`src/hw/rtl/ptc_pkg.sv`:
```
// shared types and constants for the pressure and temperature compensation block
package ptc_pkg;

   localparam int RAW_W     = 24;
   localparam int CAL_W     = 16;
   localparam int TEMP_W    = 19;
   localparam int PRES_W    = 32;
   localparam int CSR_IDX_W = 3;

   localparam int NUM_STAGES = 9;

   localparam int SH_REF       = 8;
   localparam int SH_TEMP      = 23;
   localparam int SH_T2        = 33;
   localparam int SH_OFF_BASE  = 18;
   localparam int SH_SENS_BASE = 17;
   localparam int SH_OFF_TC    = 5;
   localparam int SH_SENS_TC   = 7;
   localparam int SH_PMUL      = 21;
   localparam int SH_POUT      = 15;

   localparam int T_KNEE     = 2000;
   localparam int T_COLD_MAG = 1500;

   localparam int DT_W     = RAW_W + 2;
   localparam int MUL_W    = DT_W + CAL_W + 1;
   localparam int SQ_DT_W  = 2 * DT_W;
   localparam int T2Q_W    = SQ_DT_W - SH_T2;
   localparam int TQ_W     = MUL_W - SH_TEMP;
   localparam int DK_W     = TEMP_W + 1;
   localparam int SQ_W     = 2 * DK_W;
   localparam int ACC_W    = 40;
   localparam int SENS2_W  = SQ_W + 2;
   localparam int SPLIT_W  = 20;
   localparam int PP_LO_W  = SPLIT_W + RAW_W;
   localparam int PP_HI_W  = (ACC_W - SPLIT_W) + RAW_W + 1;
   localparam int PROD_W   = PP_HI_W + SPLIT_W + 1;
   localparam int PSH_W    = PROD_W - SH_PMUL;
   localparam int DIFF_W   = PSH_W + 1;

   localparam logic [CSR_IDX_W-1:0] CSR_C1 = 3'd0;
   localparam logic [CSR_IDX_W-1:0] CSR_C2 = 3'd1;
   localparam logic [CSR_IDX_W-1:0] CSR_C3 = 3'd2;
   localparam logic [CSR_IDX_W-1:0] CSR_C4 = 3'd3;
   localparam logic [CSR_IDX_W-1:0] CSR_C5 = 3'd4;
   localparam logic [CSR_IDX_W-1:0] CSR_C6 = 3'd5;

   typedef struct packed {
      logic [CAL_W-1:0] c1;
      logic [CAL_W-1:0] c2;
      logic [CAL_W-1:0] c3;
      logic [CAL_W-1:0] c4;
      logic [CAL_W-1:0] c5;
      logic [CAL_W-1:0] c6;
   } cal_type;

   typedef struct packed {
      logic signed [TEMP_W-1:0] temp;
      logic signed [ACC_W-1:0]  off;
      logic signed [ACC_W-1:0]  sens;
      logic [T2Q_W-1:0]         t2q;
      logic [RAW_W-1:0]         d1;
   } first_type;

   typedef struct packed {
      logic signed [TEMP_W-1:0] temp;
      logic signed [ACC_W-1:0]  off_net;
      logic signed [ACC_W-1:0]  sens_net;
      logic [RAW_W-1:0]         d1;
   } second_type;

endpackage

```
`src/hw/rtl/ptc_pressure.sv`:
```
// pressure stages: split sensitivity product, offset removal, output register
module ptc_pressure (
   input  logic                                clock,
   input  logic [2:0]                          stage_en,
   input  ptc_pkg::second_type                 second_in,
   output logic signed [ptc_pkg::TEMP_W-1:0]   temperature_centi,
   output logic signed [ptc_pkg::PRES_W-1:0]   pressure_deci_mbar
);
   import ptc_pkg::*;

   logic [PP_LO_W-1:0]        pp_lo_in, pp_lo_ff;
   logic signed [PP_HI_W-1:0] pp_hi_in, pp_hi_ff;
   logic signed [ACC_W-1:0]   off_s7_ff, off_s8_ff;
   logic signed [TEMP_W-1:0]  temp_s7_ff, temp_s8_ff, temp_ff;
   logic signed [PROD_W-1:0]  prod;
   logic signed [PSH_W-1:0]   prod_sh_ff;
   logic signed [DIFF_W-1:0]  diff;
   logic signed [PRES_W-1:0]  pres_ff;

   // stage 7: partial products of sens_net and d1
   assign pp_lo_in = second_in.sens_net[SPLIT_W-1:0] * second_in.d1;
   assign pp_hi_in = $signed(second_in.sens_net[ACC_W-1:SPLIT_W])
                   * $signed({1'b0, second_in.d1});

   always_ff @(posedge clock) begin
      if (stage_en[0]) begin
         pp_lo_ff   <= pp_lo_in;
         pp_hi_ff   <= pp_hi_in;
         off_s7_ff  <= second_in.off_net;
         temp_s7_ff <= second_in.temp;
      end
   end

   // stage 8: combine partial products, floor shift
   assign prod = $signed({pp_hi_ff[PP_HI_W-1], pp_hi_ff, {SPLIT_W{1'b0}}})
               + $signed({{(PROD_W-PP_LO_W){1'b0}}, pp_lo_ff});

   always_ff @(posedge clock) begin
      if (stage_en[1]) begin
         prod_sh_ff <= prod[PROD_W-1:SH_PMUL];
         off_s8_ff  <= off_s7_ff;
         temp_s8_ff <= temp_s7_ff;
      end
   end

   // stage 9: remove offset, floor shift; the result always fits 32 signed bits
   assign diff = DIFF_W'(prod_sh_ff) - DIFF_W'(off_s8_ff);

   always_ff @(posedge clock) begin
      if (stage_en[2]) begin
         pres_ff <= PRES_W'($signed(diff[DIFF_W-1:SH_POUT]));
         temp_ff <= temp_s8_ff;
      end
   end

   assign temperature_centi  = temp_ff;
   assign pressure_deci_mbar = pres_ff;

endmodule

```
`config.mk`:
```
export PLATFORM = sky130hd
export DESIGN_NAME = ptc_pressure
export DESIGN_NICKNAME = d
export VERILOG_FILES = /design/src/hw/rtl/ptc_pkg.sv /design/src/hw/rtl/ptc_pressure.sv
export SDC_FILE = /design/constraint.sdc
export NUM_CORES = 2
export LEC_CHECK = 0
export BUFFER_PORTS_ARGS = -buffer_cell sky130_fd_sc_hd__buf_2
export CAP_MARGIN = 0
export CORE_MARGIN = 4
export CORE_UTILIZATION = 49
export CTS_CLUSTER_SIZE = 40
export DETAILED_ROUTE_END_ITERATION = 7
export PLACE_DENSITY_LB_ADDON = 0.25
export SLEW_MARGIN = 20
export SYNTH_ARGS = -nofsm -noshare
export SYNTH_HDL_FRONTEND = slang
export SYNTH_SLANG_ARGS = --single-unit
```
`constraint.sdc`:
```
create_clock -name clock -period 12.1 [get_ports clock]
set_clock_uncertainty 0.2 [all_clocks]
set_input_delay 0.605 -clock clock [delete_from_list [all_inputs] [get_ports clock]]
set_output_delay 0.605 -clock clock [all_outputs]
set_load 0.02 [all_outputs]
```
==> results.sh <==
export IMPL_synth_ff_type="edfxtp_1"
export IMPL_drtIter0Drc=1640
export IMPL_drive_gt1_share_pct=5.815
export IMPL_max_freq_ghz=0.1325
export IMPL_syn_nets=5659
export IMPL_min_period_ns=7.545
export IMPL_grt_overflow_total=0
export IMPL_r2r_slack_ns=8.76
export IMPL_slew_violations=0
export IMPL_arrival_ns=7.68
export IMPL_fin_setup_tns_ns=0
export IMPL_synthMuxAreaShare_pct=0.02310
export IMPL_fin_crit_sh_pct=62.36
export IMPL_core_um2=87290
export IMPL_worstMarginPinSlew_ns=1.057
export IMPL_drcViolationCount=0
export IMPL_synth_common_cells="inv_1 (930), fa_1 (785), nand2_1 (548), and2_1 (467), ha_1 (400)"
export IMPL_r2r_start="prod_sh_ff[21]"
export IMPL_path_cells="buf_2, and2_1, fa_1, fa_1, inv_1, fa_1, inv_1, fa_1, fa_1, fa_1, inv_1, fa_1, inv_1, ha_1, a21oi_1, o21ai_0, o21bai_1, nand4_1, o221ai_1, o31ai_1, a21oi_1, o21ai_1, xnor2_1"
export IMPL_synth_warnings=0
export IMPL_r2r_cells=10
export IMPL_instances_no_fill=5600
export IMPL_fp_row_count=108
export IMPL_wl_per_cell_um=18.64
export IMPL_crit_fanout=40
export IMPL_dieHeight_um=305.4
export IMPL_hpwl_um=80080
export IMPL_first_pass_iters=5
export IMPL_synth_top_family_by_area="adder cells"
export IMPL_synth_largest_area_cell="fa_1"
export IMPL_setup_viol=0
export IMPL_synth_adder_area_share_pct=47.82
export IMPL_h_tree_depth=1
export IMPL_cts_path_max_buffers=3
export IMPL_cts_sinks=282
export IMPL_slowest_delay_ns=0.74
export IMPL_crit_family="adder cells"
export IMPL_avgSynthCellArea_um2=9.968
export IMPL_slowest_stage="buf_2"
export IMPL_holdBufCountCts=49
export IMPL_crit_top_cell="fa_1"
export IMPL_yosysTopAreaCellShare_pct=36.27
export IMPL_synthXorXnorAreaFrac_pct=2.830
export IMPL_reg2reg_to="pressure_deci_mbar[27]"
export IMPL_hold_class="input port to flip-flop"
export IMPL_crit_path_end="pp_hi_ff[38]"
export IMPL_synth_enable_flop_cells=282
export IMPL_synth_compound_area_share_pct=5.738
export IMPL_cp_depth=23
export IMPL_via_per_inst=5.241
export IMPL_syn_area_um2=43330
export IMPL_status="completed"
export IMPL_cts_tree="done"
export IMPL_dieWidth_um=305.4
export IMPL_antenna_found_initial=10
export IMPL_grt_pass1_wl_um=170600
export IMPL_relSlewSlack_pct=29.54
export IMPL_critPathKind="input port to flip-flop"
export IMPL_gp_congestion=0.8765
export IMPL_clock_latency_ns=0.59
export IMPL_dieArea_um2=93250
export IMPL_synth_area_leaders="fa_1 (36%), edfxtp_1 (20%), ha_1 (12%)"
export IMPL_crit_start="second_in[10]"
export IMPL_fin_nets=5726
export IMPL_start_util_pct=49.64
export IMPL_grtUsageTotal_pct=22.73
export IMPL_synth_cell_types=71
export IMPL_totalWireLength_um=104400
export IMPL_syn_inst=4347
export IMPL_grt_max_degree=76
export IMPL_numCtsBuffers=31
export IMPL_worst_path_buf_inv=5
export IMPL_async_reset_ff_share_pct=0
export IMPL_post_cts_buffers=0
export IMPL_synth_seq_area_share_pct=19.54
export IMPL_postRouteAntennaNets=0
export IMPL_area_growth_pct=7.462
export IMPL_synth_most_common_cell="inv_1"
export IMPL_grt_pass1_vias=31293
export IMPL_io_buffers=177
export IMPL_endpoint_kind="flip-flop"
export IMPL_cap_violations=0
export IMPL_cts_resized=0
export IMPL_num_vias=29352
export IMPL_start_kind="input port"
export IMPL_clkSlewWorstSetupHoldPaths_ns=0.06
export IMPL_hold_viol=0
export IMPL_place_inst=5486
export IMPL_required_ns=12.23
export IMPL_yosys_area_share_simple_pct=14.18
export IMPL_rsz0062_at_grt="false"
export IMPL_ys_ff_latch=282
export IMPL_ios=178
export IMPL_cts_root_buf="clkbuf_16"
metal layers:
layer / track usage, % / wire length, um / up-vias
met5: 0 / 43 / -
met4: 3.598 / 1450 / 6
met3: 4.106 / 7491 / 118
met2: 37.54 / 49080 / 819
met1: 32.23 / 46300 / 14938
li1: - / - / 13471
cells by family after synthesis:
family / count (synthesis)
compound gates: 374
flops: 282
mux: 1
buf+inv: 1137
xor+xnor: 140
simple gates: 1228
fa+ha+maj: 1185
sequential cells by signal, summed over array words and instances, names as in the netlist:
name / cells
pp_hi_ff: 45
prod_sh_ff: 45
off_s7_ff: 40
off_s8_ff: 40
pressure_deci_mbar: 31
pp_lo_ff: 24
temp_s7_ff: 19
temp_s8_ff: 19
temperature_centi: 19
cell usage in the layout (no fill, tap or decap), types with 55 or more instances in the layout:
cell type	n
xnor2_1	90
inv_1	930
a21oi_1	115
nand2_1	548
edfxtp_1	282
and2_1	467
nor2_1	55
a21o_1	83
ha_1	400
buf_2	175
fa_1	785
worst register-to-register path, stage by stage (launching register included):
cell and delay (ns):
edfxtp_1 0.40, ha_1 0.36, a211o_1 0.33, a21oi_1 0.16
nand3_1 0.11, or3b_1 0.41, o211ai_2 0.32, o31ai_2 0.16
a211oi_2 0.34, o21bai_1 0.12, xor2_1 0.17
area by class of cell:
type	instances	area, um2
Clock buffer	36	794.5
Multi-Input combinational cell	2928	30590
Fill cell	7977	40730
Sequential cell	282	8468
Tap cell	1155	1445
Timing Repair Buffer	241	1500
Inverter	930	3491
Clock inverter	20	256.5
Antenna cell	8	20.02
worst min path at each step:
stage / slack, ns / depth (start not counted) / to / from
after floorplan: 0.20 / 0 / off_s8_ff[0] / off_s7_ff[0]
after global placement: 0.20 / 0 / temp_s8_ff[10] / temp_s7_ff[10]
after detailed placement: 0.20 / 0 / off_s8_ff[23] / off_s7_ff[23]
after CTS: 0.004 / 1 / off_s7_ff[3] / second_in[67]
after global routing: 0.01 / 1 / off_s7_ff[4] / second_in[68]
final: 0.03 / 1 / off_s7_ff[1] / second_in[65]
stage by stage:
step	worst slack, ns	util [%]	instance area [um2]	hold WS, ns
4_1_cts	4.630	53.31	46530	0.004124
6_report	4.555	53.34	46560	0.02945
5_1_grt	4.243	53.32	46550	0.01101
2_1_floorplan	5.117	-	43330	0.2003
3_5_place_dp	4.021	51.54	44990	0.2045
3_3_place_gp	4.036	51.54	44990	0.2007
Power is not shown: default switching activity piles up to over one toggle a cycle in this logic, so the estimate is an artifact.
