--- src/hw/rtl/ptc_pkg.sv ---
// shared types and constants for the pressure and temperature compensation block
package ptc_pkg;

   localparam int RAW_W     = 24;
   localparam int CAL_W     = 16;
   localparam int TEMP_W    = 19;
   localparam int PRES_W    = 32;
   localparam int CSR_IDX_W = 3;

   localparam int NUM_STAGES = 9;

   localparam int SH_REF       = 8;
   localparam int SH_TEMP      = 23;
   localparam int SH_T2        = 33;
   localparam int SH_OFF_BASE  = 18;
   localparam int SH_SENS_BASE = 17;
   localparam int SH_OFF_TC    = 5;
   localparam int SH_SENS_TC   = 7;
   localparam int SH_PMUL      = 21;
   localparam int SH_POUT      = 15;

   localparam int T_KNEE     = 2000;
   localparam int T_COLD_MAG = 1500;

   localparam int DT_W     = RAW_W + 2;
   localparam int MUL_W    = DT_W + CAL_W + 1;
   localparam int SQ_DT_W  = 2 * DT_W;
   localparam int T2Q_W    = SQ_DT_W - SH_T2;
   localparam int TQ_W     = MUL_W - SH_TEMP;
   localparam int DK_W     = TEMP_W + 1;
   localparam int SQ_W     = 2 * DK_W;
   localparam int ACC_W    = 40;
   localparam int SENS2_W  = SQ_W + 2;
   localparam int SPLIT_W  = 20;
   localparam int PP_LO_W  = SPLIT_W + RAW_W;
   localparam int PP_HI_W  = (ACC_W - SPLIT_W) + RAW_W + 1;
   localparam int PROD_W   = PP_HI_W + SPLIT_W + 1;
   localparam int PSH_W    = PROD_W - SH_PMUL;
   localparam int DIFF_W   = PSH_W + 1;

   localparam logic [CSR_IDX_W-1:0] CSR_C1 = 3'd0;
   localparam logic [CSR_IDX_W-1:0] CSR_C2 = 3'd1;
   localparam logic [CSR_IDX_W-1:0] CSR_C3 = 3'd2;
   localparam logic [CSR_IDX_W-1:0] CSR_C4 = 3'd3;
   localparam logic [CSR_IDX_W-1:0] CSR_C5 = 3'd4;
   localparam logic [CSR_IDX_W-1:0] CSR_C6 = 3'd5;

   typedef struct packed {
      logic [CAL_W-1:0] c1;
      logic [CAL_W-1:0] c2;
      logic [CAL_W-1:0] c3;
      logic [CAL_W-1:0] c4;
      logic [CAL_W-1:0] c5;
      logic [CAL_W-1:0] c6;
   } cal_type;

   typedef struct packed {
      logic signed [TEMP_W-1:0] temp;
      logic signed [ACC_W-1:0]  off;
      logic signed [ACC_W-1:0]  sens;
      logic [T2Q_W-1:0]         t2q;
      logic [RAW_W-1:0]         d1;
   } first_type;

   typedef struct packed {
      logic signed [TEMP_W-1:0] temp;
      logic signed [ACC_W-1:0]  off_net;
      logic signed [ACC_W-1:0]  sens_net;
      logic [RAW_W-1:0]         d1;
   } second_type;

endpackage

--- src/hw/rtl/ptc_second_order.sv ---
// second-order stages: low and very low temperature corrections
module ptc_second_order (
   input  logic                 clock,
   input  logic [2:0]           stage_en,
   input  ptc_pkg::first_type   first_in,
   output ptc_pkg::second_type  second_out
);
   import ptc_pkg::*;

   logic signed [DK_W-1:0]   temp_ext;
   logic signed [DK_W-1:0]   dk, dc;
   logic [T2Q_W+1:0]         t2;
   logic signed [T2Q_W+2:0]  temp_t2;
   logic                     knee_in, cold_in;
   logic                     knee_ff, cold_ff;
   logic signed [SQ_W-1:0]   sq_k_in, sq_c_in;
   logic [SQ_W-1:0]          sq_k_ff, sq_c_ff;
   logic signed [TEMP_W-1:0] temp_s4_ff, temp_s5_ff;
   logic signed [ACC_W-1:0]  off_s4_ff, sens_s4_ff, sens_s5_ff;
   logic [RAW_W-1:0]         d1_s4_ff, d1_s5_ff;
   logic [SQ_W+1:0]          sq3_k, sq3_c;
   logic [SQ_W+2:0]          sq7_k;
   logic [SENS2_W-1:0]       sens2_in, sens2_ff;
   logic signed [ACC_W-1:0]  off_net_in, off_net_ff;
   logic signed [SENS2_W-1:0] sens_diff;
   second_type               second_in, second_ff;

   // stage 4: squares of distance to the knees, temperature less t2
   assign temp_ext = DK_W'(first_in.temp);
   assign dk       = temp_ext - DK_W'(T_KNEE);
   assign dc       = temp_ext + DK_W'(T_COLD_MAG);
   assign sq_k_in  = dk * dk;
   assign sq_c_in  = dc * dc;
   assign knee_in  = first_in.temp < TEMP_W'(T_KNEE);
   assign cold_in  = first_in.temp < -TEMP_W'(T_COLD_MAG);
   assign t2       = {2'b00, first_in.t2q} + {1'b0, first_in.t2q, 1'b0};
   assign temp_t2  = (T2Q_W+3)'(first_in.temp)
                   - (knee_in ? $signed({1'b0, t2}) : '0);

   always_ff @(posedge clock) begin
      if (stage_en[0]) begin
         sq_k_ff    <= sq_k_in;
         sq_c_ff    <= sq_c_in;
         knee_ff    <= knee_in;
         cold_ff    <= cold_in;
         temp_s4_ff <= temp_t2[TEMP_W-1:0];
         off_s4_ff  <= first_in.off;
         sens_s4_ff <= first_in.sens;
         d1_s4_ff   <= first_in.d1;
      end
   end

   // stage 5: off2 applied, sens2 formed
   assign sq3_k = {2'b00, sq_k_ff} + {1'b0, sq_k_ff, 1'b0};
   assign sq7_k = {sq_k_ff, 3'b000} - {3'b000, sq_k_ff};
   assign sq3_c = {2'b00, sq_c_ff} + {1'b0, sq_c_ff, 1'b0};

   always_comb begin
      off_net_in = off_s4_ff;
      sens2_in   = '0;
      if (knee_ff) begin
         off_net_in = off_s4_ff - $signed({1'b0, sq3_k[SQ_W+1:3]});
         sens2_in   = SENS2_W'(sq7_k[SQ_W+2:3]) + (cold_ff ? sq3_c : '0);
      end
   end

   always_ff @(posedge clock) begin
      if (stage_en[1]) begin
         off_net_ff <= off_net_in;
         sens2_ff   <= sens2_in;
         sens_s5_ff <= sens_s4_ff;
         temp_s5_ff <= temp_s4_ff;
         d1_s5_ff   <= d1_s4_ff;
      end
   end

   // stage 6: net sensitivity
   assign sens_diff = SENS2_W'(sens_s5_ff) - $signed(sens2_ff);

   always_comb begin
      second_in.temp     = temp_s5_ff;
      second_in.off_net  = off_net_ff;
      second_in.sens_net = sens_diff[ACC_W-1:0];
      second_in.d1       = d1_s5_ff;
   end

   always_ff @(posedge clock) begin
      if (stage_en[2]) begin
         second_ff <= second_in;
      end
   end

   assign second_out = second_ff;

endmodule

--- config.mk ---
export PLATFORM = sky130hd
export DESIGN_NAME = ptc_second_order
export DESIGN_NICKNAME = d
export VERILOG_FILES = /design/src/hw/rtl/ptc_pkg.sv /design/src/hw/rtl/ptc_second_order.sv
export SDC_FILE = /design/constraint.sdc
export NUM_CORES = 2
export LEC_CHECK = 0
export BUFFER_PORTS_ARGS = -buffer_cell sky130_fd_sc_hd__buf_2
export CAP_MARGIN = 5
export CORE_UTILIZATION = 50
export DETAILED_ROUTE_END_ITERATION = 16
export PLACE_DENSITY = 0.68
export SETUP_SLACK_MARGIN = 0.2
export SLEW_MARGIN = 20
export SYNTH_ARGS = -nofsm -noshare
export SYNTH_HDL_FRONTEND = slang
export SYNTH_SLANG_ARGS = --single-unit
export TNS_END_PERCENT = 30
--- constraint.sdc ---
create_clock -name clock -period 27.4 [get_ports clock]
set_input_delay 1.37 -clock clock [delete_from_list [all_inputs] [get_ports clock]]
set_output_delay 1.37 -clock clock [all_outputs]
set_load 0.01 [all_outputs]
==> run metrics <==
status completed; Worst R2R End sens2_ff[39]; R2R depth 25; Detailed Place HPWL roughly 110000 um; WL final 131000 um; Crit path top cell by count fa_1; register area share after synthesis 0.268; number of flops mapped to enable cells by yosys 487; crit path max fanout 27; IO Count 269; reg-to-reg slack, setup slightly above 20000 ps; crit path time final 11790 ps; synthesized area 0.0547 mm2; buffers plus inverters on the worst setup path 8; Worst Hold Depth 0; PortBufs 268; Min-Delay Endpoint sens_s5_ff[9]; clk sinks 487; period utilization 0.430; unrepaired setup endpoints after global routing false; global routing usage on met3 0.0299; M1 GR Usage 0.323; hold-fix buffer count after cts 0; Die H around 330 um; number of global-route vias before repair approximately 40k; Synthesis Warnings 0; slew of the pin with the lowest slew margin around 1100 ps; clk_lat worst skew roughly 650 ps; worst hold path type reg2reg; startpoint types input port; CTS clock-pin slew for the worst setup and hold paths 60 ps; Rel. slew slack 0.265; post_cts resized 0; largest net degree at the start of global routing a little over 90; Top Family by Delay on Critical Path adder cells; Mapped Cells between 5k and 6k; pins over their slew limit 0; Post-Route Skew 49.4 ps; max-cap violations 0; Total Nets Final 6964; Post-synth ARST share 0; hold path startpoint sens_s4_ff[9]; critical path's slowest cell xor2_1; reg2reg start sq_k_ff[3]; die area approximately 0.11 mm2; CP endpoint kind flop; Starting Density 0.508; grt total ovfl 0; GRT Util Overall 0.241; setup_tns 0 ps; vias per std cell 5.36; cell row count 120; CTS H-tree depth 2; clock tree buffer depth 3; Die W about 330 um; worst path arrival time ~12000 ps; met2 Usage GRT 0.403; final setup fails 0; Post-CTS Repair Setup Buffers 0; via count about 38k; endpoints failing hold 0; Post-DRT Antenna Nets 0; total CTS buffers 53; First-pass DRT Iterations 6; Root Driver clkbuf_16; f_max 0.0848 GHz; WL/cell 18.8 um; worst slack, placed about 15000 ps; # DRC 0; 1st-iter DRT viols 2359; final setup margin between 15000 and 20000 ps; library cells used by synthesis 82; Core ar. 0.108 mm2; share of layout cells above drive strength 1 0.0835; CTS tree done; initial antenna violation count 1; syn_area_per_cell 10.3 um2; CP required 27750 ps; Top FF cell, synth edfxtp_1; global route hottest layer met2; flops & latches, synth a little under 500; area added between synthesis and finish 9.08%; global-route wire length before repair 210000 um; critical path type in2reg; placer congestion estimate 0.957; max incr delay on CP just under 900 ps
[through the flow]
step	hold slack, ps	cells	instance area (um2)	util
after global placement	401	6907	57700	0.536
after global routing	407	7005	59600	0.554
after CTS	398	7005	59600	0.554
final	394	7007	59600	0.554
after detailed placement	405	6907	57700	0.536
after floorplan	400	5290	54700	-
[state kept, by name, summed over array words and instances (netlist names), 37 cells and up]
signal,cells
off_net_ff,40
off_s4_ff,40
second_out,123
sens2_ff,40
sens_s4_ff,40
sens_s5_ff,40
sq_c_ff,37
sq_k_ff,39
[metal layers]
layer	share of wire	wire length (um)	vias to the layer above
li1	-	-	17800
met1	0.43	56700	18600
met3	0.054	7120	225
met4	0.039	5120	0
met5	0	0	-
met2	0.48	62400	992
[logic make-up (layout without fill, tap and decap cells)]
family / after synthesis / count (layout) / share of synthesized area
AO/OA/AOI/OAI: 840 / 840 / 0.0992
AND/OR/NAND/NOR: 1136 / 1136 / 0.0942
flip-flops: 487 / 487 / 0.268
other: 1 / 4 / 0.0000686
multiplexers: 35 / 35 / 0.00714
adder cells (fa/ha/maj): 1259 / 1259 / 0.395
buffers and inverters: 1189 / 1501 / 0.0817
XOR/XNOR: 342 / 342 / 0.0551
[cell type report]
cell class              instances  area [um2]
diodes                          2        5.00
clock inverters                40         524
well taps                    1403        1760
repair buffers                308        1660
multi-input cells            3614       35600
clock buffers                  58        1350
inverters                    1095        4110
flip-flops and latches        487       14600
fillers                      9330       48000
[synthesized netlist by cell type, types with 5 or more instances]
library cell	n	area, um2
inv_1	1085	4070
fa_1	778	15600
edfxtp_1	487	14600
ha_1	481	6020
nor2_1	409	1540
nand2_1	349	1310
a21oi_1	274	1370
xnor2_1	226	1980
a21o_1	161	1210
o21ai_0	134	671
xor2_1	115	1010
clkbuf_1	92	345
nor3_1	64	320
nand2b_1	57	357
o21a_1	46	345
o21bai_1	46	345
and2_1	45	282
nand3_1	45	225
nor2b_1	40	250
and3_1	32	200
mux2_2	32	360
a31oi_1	24	150
nand4_1	24	150
a211oi_1	21	158
o31ai_1	21	158
or3_1	18	113
o211ai_1	15	113
a21boi_0	13	97.6
nor3b_1	9	67.6
o41ai_1	9	78.8
and4_1	8	70.1
nor4_1	8	50.1
o21ai_1	7	35.0
or2_2	7	43.8
a211o_1	6	52.6
a31o_2	6	52.6
clkinv_1	6	22.5
nand4b_1	5	43.8
o22ai_1	5	31.3
or4_1	5	37.5
[how the worst max path moves through the flow]
| stage | from | to | slack [ps] | depth (start not counted) |
|---|---|---|---|---|
| after floorplan | first_in[127] | sq_c_ff[39] | 17330 | 38 |
| after global placement | first_in[125] | sq_c_ff[38] | 15510 | 41 |
| after detailed placement | first_in[125] | sq_c_ff[38] | 15130 | 34 |
| after CTS | first_in[125] | sq_c_ff[38] | 15740 | 34 |
| after global routing | first_in[125] | sq_c_ff[38] | 15030 | 41 |
| final | first_in[125] | sq_c_ff[38] | 15610 | 34 |
[layout by cell type (no fill, tap or decap), types with 53 or more instances in the layout]
cell,count
a21oi_1,274
o21ai_0,134
nand2_1,349
buf_2,265
xnor2_1,223
inv_1,1085
clkbuf_16,53
nor2_1,408
a21o_1,161
nand2b_1,57
edfxtp_1,487
nor3_1,64
fa_1,778
xor2_1,115
ha_1,481
Power is left out: the tool's default activity adds up to more than one toggle a clock period on the data nets, which glitch-free logic cannot reach.
